--- src/sv/smvo_pkg.sv ---
// Shared types and constants of the scaled matrix-vector block.
// No dependencies.
package smvo_pkg;

    typedef logic [1:0]         t_opcode;
    typedef logic [4:0]         t_idx;
    typedef logic signed [15:0] t_val;
    typedef logic signed [21:0] t_wx;
    typedef logic signed [31:0] t_res;

    localparam t_opcode OP_LOAD_X = 2'd0;
    localparam t_opcode OP_LOAD_Y = 2'd1;
    localparam t_opcode OP_MAT    = 2'd2;

    localparam int IDX_SPAN = 32;

    typedef enum logic [1:0] {
        KIND_X,
        KIND_Y,
        KIND_MAT
    } t_kind;

    // classified word passed from front to back
    typedef struct packed {
        t_kind kind;
        t_idx  row;
        t_idx  col;
        t_wx   data;
        logic  last;
    } t_word;

    localparam int QDEPTH = 4;
    localparam int QAW    = 2;

    localparam t_res Q16_MAX = 32'sh7FFF_FFFF;
    localparam t_res Q16_MIN = 32'sh8000_0000;

endpackage

--- src/sv/smvo_if.sv ---
// Valid/ready channel interfaces for input and result words.
// Depends on smvo_pkg.
interface smvo_in_if;
    logic              valid;
    logic              ready;
    smvo_pkg::t_opcode opcode;
    smvo_pkg::t_idx    row;
    smvo_pkg::t_idx    col;
    smvo_pkg::t_val    value;

    modport source(output valid, opcode, row, col, value, input ready);
    modport sink(input valid, opcode, row, col, value, output ready);
endinterface

interface smvo_out_if;
    logic           valid;
    logic           ready;
    smvo_pkg::t_idx out_row;
    smvo_pkg::t_res out_value;
    logic           saturated;

    modport source(output valid, out_row, out_value, saturated, input ready);
    modport sink(input valid, out_row, out_value, saturated, output ready);
endinterface

--- src/sv/scaled_matvec_with_offset.sv ---
// Top level of the scaled matrix-vector block with offset.
// Depends on smvo_pkg, smvo_if, smvo_front, smvo_queue, smvo_back.
//
//   channel  dir  handshake      word
//   i_in     in   valid/ready    opcode, row, col, value
//   o_out    out  valid/ready    out_row, out_value, saturated
//
// One word per cycle while the queue is not full; a row result reaches the
// output register after its last matrix word is accepted, through queue pop
// with store read, multiply, accumulate, offset add and saturate.
// i_in stalls only while the four-word queue is full; the back pipeline
// freezes as a whole while an untaken result sits in the output register.
// Reset clears valids, queue pointers and the row accumulator; x/y stores
// are not cleared.
module scaled_matvec_with_offset #(
    parameter int VEC_LEN = 32
) (
    input  logic        i_clk,
    input  logic        i_rst_n,
    smvo_in_if.sink     i_in,
    smvo_out_if.source  o_out
);

    logic            push;
    logic            pop;
    logic            full;
    logic            empty;
    smvo_pkg::t_word front_word;
    smvo_pkg::t_word queue_word;

    smvo_front #(
        .VEC_LEN (VEC_LEN)
    ) u_front (
        .i_in    (i_in),
        .i_full  (full),
        .o_push  (push),
        .o_word  (front_word)
    );

    smvo_queue u_queue (
        .i_clk   (i_clk),
        .i_rst_n (i_rst_n),
        .i_push  (push),
        .i_word  (front_word),
        .i_pop   (pop),
        .o_word  (queue_word),
        .o_full  (full),
        .o_empty (empty)
    );

    smvo_back #(
        .VEC_LEN (VEC_LEN)
    ) u_back (
        .i_clk   (i_clk),
        .i_rst_n (i_rst_n),
        .i_word  (queue_word),
        .i_empty (empty),
        .o_pop   (pop),
        .o_out   (o_out)
    );

endmodule

--- src/sv/smvo_front.sv ---
// Front end: drops out-of-range and unknown-opcode words, weights x by col + 2.
// Depends on smvo_pkg and smvo_in_if.
module smvo_front #(
    parameter int VEC_LEN = 32
) (
    smvo_in_if.sink         i_in,
    input  logic            i_full,
    output logic            o_push,
    output smvo_pkg::t_word o_word
);

    logic            col_ok;
    logic            row_ok;
    logic            keep;
    smvo_pkg::t_wx   weighted;
    logic [7:0]      scale;

    assign col_ok = int'(i_in.col) < VEC_LEN;
    assign row_ok = int'(i_in.row) < VEC_LEN;
    assign scale  = {3'b000, i_in.col} + 8'd2;
    assign weighted = smvo_pkg::t_wx'(i_in.value) * smvo_pkg::t_wx'($signed(scale));

    always_comb begin
        keep        = 1'b0;
        o_word.kind = smvo_pkg::KIND_MAT;
        o_word.row  = i_in.row;
        o_word.col  = i_in.col;
        o_word.data = smvo_pkg::t_wx'(i_in.value);
        o_word.last = int'(i_in.col) == VEC_LEN - 1;
        case (i_in.opcode)
            smvo_pkg::OP_LOAD_X: begin
                keep        = col_ok;
                o_word.kind = smvo_pkg::KIND_X;
                o_word.data = weighted;
            end
            smvo_pkg::OP_LOAD_Y: begin
                keep        = row_ok;
                o_word.kind = smvo_pkg::KIND_Y;
            end
            smvo_pkg::OP_MAT: begin
                keep        = row_ok && col_ok;
            end
            default: begin
                keep        = 1'b0;
            end
        endcase
    end

    assign i_in.ready = !i_full;
    assign o_push     = i_in.valid && !i_full && keep;

endmodule

--- src/sv/smvo_queue.sv ---
// Short FIFO of classified words between front and back.
// Depends on smvo_pkg.
module smvo_queue (
    input  logic            i_clk,
    input  logic            i_rst_n,
    input  logic            i_push,
    input  smvo_pkg::t_word i_word,
    input  logic            i_pop,
    output smvo_pkg::t_word o_word,
    output logic            o_full,
    output logic            o_empty
);

    smvo_pkg::t_word              r_mem [smvo_pkg::QDEPTH];
    logic [smvo_pkg::QAW-1:0]     r_wptr;
    logic [smvo_pkg::QAW-1:0]     r_rptr;
    logic [smvo_pkg::QAW:0]       r_count;
    logic [smvo_pkg::QAW:0]       n_count;

    assign o_full  = r_count == (smvo_pkg::QAW + 1)'(smvo_pkg::QDEPTH);
    assign o_empty = r_count == '0;
    assign o_word  = r_mem[r_rptr];

    always_comb begin
        n_count = r_count;
        case ({i_push, i_pop})
            2'b10:   n_count = r_count + 1'b1;
            2'b01:   n_count = r_count - 1'b1;
            default: n_count = r_count;
        endcase
    end

    always_ff @(posedge i_clk) begin
        if (i_push) begin
            r_mem[r_wptr] <= i_word;
        end
    end

    always_ff @(posedge i_clk) begin
        if (!i_rst_n) begin
            r_wptr  <= '0;
            r_rptr  <= '0;
            r_count <= '0;
        end else begin
            if (i_push) begin
                r_wptr <= r_wptr + 1'b1;
            end
            if (i_pop) begin
                r_rptr <= r_rptr + 1'b1;
            end
            r_count <= n_count;
        end
    end

endmodule

--- src/sv/smvo_back.sv ---
// Back end: x/y stores, multiply, row accumulator, offset and saturation.
// Depends on smvo_pkg and smvo_out_if.
module smvo_back #(
    parameter int VEC_LEN = 32
) (
    input  logic            i_clk,
    input  logic            i_rst_n,
    input  smvo_pkg::t_word i_word,
    input  logic            i_empty,
    output logic            o_pop,
    smvo_out_if.source      o_out
);

    localparam int DEPTH = (VEC_LEN < smvo_pkg::IDX_SPAN) ? VEC_LEN : smvo_pkg::IDX_SPAN;
    localparam int AW    = $clog2(DEPTH);

    smvo_pkg::t_wx  r_wx_mem [DEPTH];
    smvo_pkg::t_val r_y_mem  [DEPTH];

    logic           en;

    // stage A: store read
    logic           r_a_valid;
    logic           r_a_last;
    smvo_pkg::t_idx r_a_row;
    smvo_pkg::t_val r_a_val;
    smvo_pkg::t_wx  r_rd_wx;
    smvo_pkg::t_val r_rd_y;

    // stage B: product
    logic                r_b_valid;
    logic                r_b_last;
    smvo_pkg::t_idx      r_b_row;
    smvo_pkg::t_val      r_b_y;
    logic signed [37:0]  r_b_prod;

    // stage C: accumulate
    logic signed [47:0]  r_acc;
    logic signed [47:0]  n_sum;
    logic                r_c_valid;
    smvo_pkg::t_idx      r_c_row;
    smvo_pkg::t_val      r_c_y;
    logic signed [47:0]  r_c_sum;

    // stage D: add y
    logic                r_d_valid;
    smvo_pkg::t_idx      r_d_row;
    logic signed [48:0]  r_d_sum;

    // output register
    logic                r_o_valid;
    smvo_pkg::t_idx      r_o_row;
    smvo_pkg::t_res      r_o_value;
    logic                r_o_sat;

    logic signed [48:0]  n_fin;
    logic                n_hi;
    logic                n_lo;

    assign en    = !r_o_valid || o_out.ready;
    assign o_pop = en && !i_empty;

    always_ff @(posedge i_clk) begin
        if (o_pop) begin
            case (i_word.kind)
                smvo_pkg::KIND_X: r_wx_mem[i_word.col[AW-1:0]] <= i_word.data;
                smvo_pkg::KIND_Y: r_y_mem[i_word.row[AW-1:0]]  <= i_word.data[15:0];
                default: ;
            endcase
            r_rd_wx <= r_wx_mem[i_word.col[AW-1:0]];
            r_rd_y  <= r_y_mem[i_word.row[AW-1:0]];
        end
    end

    assign n_sum = r_acc + {{10{r_b_prod[37]}}, r_b_prod};

    always_comb begin
        n_fin = r_d_sum[48] ? r_d_sum : r_d_sum + 49'sd65536;
        n_hi  = !n_fin[48] && (|n_fin[47:31]);
        n_lo  = n_fin[48] && !(&n_fin[47:31]);
    end

    always_ff @(posedge i_clk) begin
        if (en) begin
            r_a_last <= i_word.last;
            r_a_row  <= i_word.row;
            r_a_val  <= i_word.data[15:0];
            r_b_last <= r_a_last;
            r_b_row  <= r_a_row;
            r_b_y    <= r_rd_y;
            r_b_prod <= 38'(r_rd_wx) * 38'(r_a_val);
            r_c_row  <= r_b_row;
            r_c_y    <= r_b_y;
            r_c_sum  <= n_sum;
            r_d_row  <= r_c_row;
            r_d_sum  <= {{25{r_c_y[15]}}, r_c_y, 8'h00} + {r_c_sum[47], r_c_sum};
            if (r_d_valid) begin
                r_o_row   <= r_d_row;
                r_o_sat   <= n_hi || n_lo;
                r_o_value <= n_hi ? smvo_pkg::Q16_MAX :
                             n_lo ? smvo_pkg::Q16_MIN : n_fin[31:0];
            end
        end
    end

    always_ff @(posedge i_clk) begin
        if (!i_rst_n) begin
            r_a_valid <= 1'b0;
            r_b_valid <= 1'b0;
            r_c_valid <= 1'b0;
            r_d_valid <= 1'b0;
            r_o_valid <= 1'b0;
            r_acc     <= '0;
        end else if (en) begin
            r_a_valid <= o_pop && (i_word.kind == smvo_pkg::KIND_MAT);
            r_b_valid <= r_a_valid;
            r_c_valid <= r_b_valid && r_b_last;
            r_d_valid <= r_c_valid;
            r_o_valid <= r_d_valid;
            if (r_b_valid) begin
                r_acc <= r_b_last ? '0 : n_sum;
            end
        end
    end

    assign o_out.valid     = r_o_valid;
    assign o_out.out_row   = r_o_row;
    assign o_out.out_value = r_o_value;
    assign o_out.saturated = r_o_sat;

endmodule

--- src/flat_wrapper.sv ---
// flat-port wrapper written by rule: the top's interface ports become plain ports
module scaled_matvec_with_offset_flat 
#(
    parameter int VEC_LEN = 32
)
  (i_clk, i_rst_n, i_in_valid, i_in_opcode, i_in_row, i_in_col, i_in_value, i_in_ready, o_out_valid, o_out_out_row, o_out_out_value, o_out_saturated, o_out_ready);
  smvo_in_if i_in_i ();
  smvo_out_if o_out_i ();
  input  logic i_clk;
  input  logic i_rst_n;
  input wire logic [$bits(i_in_i.valid)-1:0] i_in_valid;
  input wire logic [$bits(i_in_i.opcode)-1:0] i_in_opcode;
  input wire logic [$bits(i_in_i.row)-1:0] i_in_row;
  input wire logic [$bits(i_in_i.col)-1:0] i_in_col;
  input wire logic [$bits(i_in_i.value)-1:0] i_in_value;
  output wire logic [$bits(i_in_i.ready)-1:0] i_in_ready;
  output wire logic [$bits(o_out_i.valid)-1:0] o_out_valid;
  output wire logic [$bits(o_out_i.out_row)-1:0] o_out_out_row;
  output wire logic [$bits(o_out_i.out_value)-1:0] o_out_out_value;
  output wire logic [$bits(o_out_i.saturated)-1:0] o_out_saturated;
  input wire logic [$bits(o_out_i.ready)-1:0] o_out_ready;
  assign i_in_i.valid = i_in_valid;
  assign i_in_i.opcode = i_in_opcode;
  assign i_in_i.row = i_in_row;
  assign i_in_i.col = i_in_col;
  assign i_in_i.value = i_in_value;
  assign i_in_ready = i_in_i.ready;
  assign o_out_valid = o_out_i.valid;
  assign o_out_out_row = o_out_i.out_row;
  assign o_out_out_value = o_out_i.out_value;
  assign o_out_saturated = o_out_i.saturated;
  assign o_out_i.ready = o_out_ready;
  scaled_matvec_with_offset #(.VEC_LEN(VEC_LEN)) u_core (.i_clk(i_clk), .i_rst_n(i_rst_n), .i_in(i_in_i), .o_out(o_out_i));
endmodule
--- config.mk ---
export PLATFORM = sky130hd
export DESIGN_NAME = scaled_matvec_with_offset_flat
export DESIGN_NICKNAME = d
export VERILOG_FILES = /design/src/sv/smvo_pkg.sv /design/src/sv/smvo_if.sv /design/src/sv/scaled_matvec_with_offset.sv /design/src/sv/smvo_front.sv /design/src/sv/smvo_queue.sv /design/src/sv/smvo_back.sv /design/src/flat_wrapper.sv
export SDC_FILE = /design/constraint.sdc
export NUM_CORES = 2
export LEC_CHECK = 0
export BUFFER_PORTS_ARGS = -buffer_cell sky130_fd_sc_hd__buf_4
export CAP_MARGIN = 10
export CORE_UTILIZATION = 35
export DETAILED_ROUTE_END_ITERATION = 8
export PLACE_DENSITY_LB_ADDON = 0.2
export SYNTH_ARGS = -nofsm -noshare
export SYNTH_HDL_FRONTEND = slang
export SYNTH_SLANG_ARGS = --single-unit
--- constraint.sdc ---
create_clock -name i_clk -period 9.8 [get_ports i_clk]
set_input_delay 1.96 -clock i_clk [delete_from_list [all_inputs] [get_ports i_clk]]
set_output_delay 1.96 -clock i_clk [all_outputs]
set_load 0.02 [all_outputs]
==> results.ini <==
[status]
status=finished clean

[cts]
cts_tree=built
cts_resized=0
cts_root_buf=clkbuf_16
cts_setup_buffers=0
clockBufferDepth=3
postCtsHoldBufs=0
insertion_delay_ns=0.85
path_clk_slew_ns=0.06
cts_max_level=4
cts_buffers=180
numClockSinks=1699

[synth]
synth_top_area_cell=edfxtp_1
synth_most_common_cell=edfxtp_1
synth_common_cells=1637 x edfxtp_1, 497 x inv_1, 414 x fa_1
ys_types=87
synthTopCellsByArea=edfxtp_1 59%, fa_1 9.9%, mux4_2 9.2%
synth_fp_nets=6021
syn_inst=5344
synth_edf_count=1637
ys_seq_area_frac=0.604
ys_ff_latch=1699
ys.flop_type=edfxtp_1
yosysWarnings=0
ys_async_sr_fraction=0
syn_area_um2=83400
netlist.area_leader.share=0.589
syn_area_per_cell_um2=15.6

[routing]
drtIter0Drc=3323
antenna_left=0
via_count=45500
post_drt_via_cell_ratio=5.16
drc_errors=0
drtPass1Iterations=6
drt-total-wl_mm=211
wire_per_inst_um=24.0

[cells_and_area]
postLayoutCoreUtil=0.399
syn_to_final_growth_pct=12.8
instances_no_fill=8812
drive_above_1_share=0.159
final_nets=6189

[setup_path]
rrSetupSlack_ns=2.40
crit_fanout=15
crit_start=u_core.u_back.r_a_val[4]
end_kind=register
rr_endpoint=u_core.u_back.r_b_prod[37]
critical_path_class=register to register
crit_path_end=u_core.u_back.r_b_prod[37]
crit_required_ns=10.35
arrival_ns=7.95
reg2regPathDepth=19
startpoint_type=register
r2r-start=u_core.u_back.r_a_val[4]

[global_route]
grt_pass1_wl_mm=315
grt_usage=0.175
grt_start_max_net_pins=101
gr-total-overflow=0
antenna_found_initial=7
grt_pass1_vias=47700

[sta]
worst_pin_slew_ns=1.24
final_hold_viol_count=0
finalCriticalPeriod_ns=7.40
relSlewSlack=0.174
fmax_mhz=135
setup_tns_ns=0
skew_ns=0.0627
maxSlewViolCount=0
rsz0062_at_grt=no
setup_viol=0
fin_crit_sh=0.755

[die]
dieWidth_um=490
ios=72
die_h_um=490
num_rows=178
core_area_um2=236000
start_util=0.353
dieArea_um2=240000

[placement]
dp_cells=8480
port-buffer-count=71
dp_hpwl_mm=137
globalplace.congestion=0.830

[job]
max-cap-violations=0

[min_path]
min_path_type=register to register

sequential cells by signal, summed over array words and instances, names as in the netlist, 2 cells and up, named ones only:
register / flops
u_core.u_back.r_b_prod: 38
u_core.u_back.o_out.out_value: 32
u_core.u_queue.r_mem: 140
u_core.u_back.r_c_y: 16
u_core.u_back.r_a_row: 5
u_core.u_back.r_a_val: 16
u_core.u_back.r_c_sum: 48
u_core.u_back.r_d_row: 5
u_core.u_back.r_rd_wx: 22
u_core.u_queue.r_count: 3
u_core.u_back.r_d_sum: 49
u_core.u_back.r_b_row: 5
u_core.u_back.r_b_y: 16
u_core.u_queue.r_wptr: 2
u_core.u_back.r_c_row: 5
u_core.u_queue.r_rptr: 2
u_core.u_back.r_wx_mem: 704
u_core.u_back.o_out.out_row: 5
u_core.u_back.r_y_mem: 512
u_core.u_back.r_rd_y: 16
u_core.u_back.r_acc: 48
area by class of cell:
type / instances / area (µm²)
fill: 21700 / 142000
sequential: 1699 / 50400
multi-input combinational: 2934 / 30500
clock buffer: 212 / 4670
tap: 3150 / 3940
inverter: 499 / 1880
timing repair buffer: 198 / 1500
clock inverter: 116 / 1240
antenna: 4 / 10.0
worst min path at each step:
| stage | startpoint | endpoint | slack [ns] | cells past startpoint |
|---|---|---|---|---|
| finish | u_core.u_back.r_b_y[7] | u_core.u_back.r_c_y[7] | 0.41 | 0 |
| global route | u_core.u_back.r_d_row[3] | u_core.u_back.o_out.out_row[3] | 0.42 | 0 |
| CTS | u_core.u_back.r_b_y[7] | u_core.u_back.r_c_y[7] | 0.40 | 0 |
| detailed placement | u_core.u_back.r_b_row[0] | u_core.u_back.r_c_row[0] | 0.40 | 0 |
| global placement | u_core.u_back.r_c_row[3] | u_core.u_back.r_d_row[3] | 0.40 | 0 |
| floorplan | u_core.u_back.r_d_row[0] | u_core.u_back.o_out.out_row[0] | 0.40 | 0 |
critical path, cell delays in order, from the launching register on:
cell,delay [ns]
edfxtp_1,0.71
buf_4,0.28
nand2_1,0.16
fa_1,0.60
inv_1,0.07
fa_1,0.82
fa_1,0.54
fa_1,0.58
fa_1,0.43
fa_1,0.45
ha_1,0.36
a21o_1,0.19
a21o_1,0.18
a21oi_1,0.31
o2111ai_1,0.17
o311ai_0,0.61
a211oi_1,0.23
a21o_1,0.23
a21oi_1,0.16
xnor2_1,0.08
stage by stage:
stage / setup WS, ns / area (µm²) / hold slack [ns]
2_1_floorplan: 1.05 / 83400 / 0.400
3_3_place_gp: 2.27 / 88200 / 0.405
3_5_place_dp: 2.07 / 88200 / 0.405
4_1_cts: 2.38 / 94100 / 0.404
5_1_grt: 2.03 / 94100 / 0.422
6_report: 2.40 / 94100 / 0.406
cell families after synthesis:
kind of cell / count (synthesis) / synth area share
adders and majority gates: 645 / 0.134
buffers and inverters: 711 / 0.0326
and+or+nand+nor: 1093 / 0.0637
xor gates and xnor gates: 163 / 0.0171
muxes: 363 / 0.0948
DFF: 1699 / 0.604
AOI/OAI and AO/OA: 670 / 0.0537
cell usage in the layout, fill, tap and decap left out, types with 130 or more instances in the layout:
master,instances
nand2_1,413
mux4_2,338
a21oi_1,167
nor2_1,155
clkbuf_16,181
and2_1,185
inv_1,497
ha_1,231
fa_1,414
edfxtp_1,1637
a22oi_1,130
buf_4,196
metal layers:
metal	track usage	wire length, µm	share of wire
met1	0.240	94000	0.44
met2	0.291	103000	0.49
met3	0.0245	9860	0.047
met4	0.0462	4630	0.022
met5	0	27	0.00013
Power is left out: the tool's default activity adds up to more than one toggle a clock period on the data nets, which glitch-free logic cannot reach.
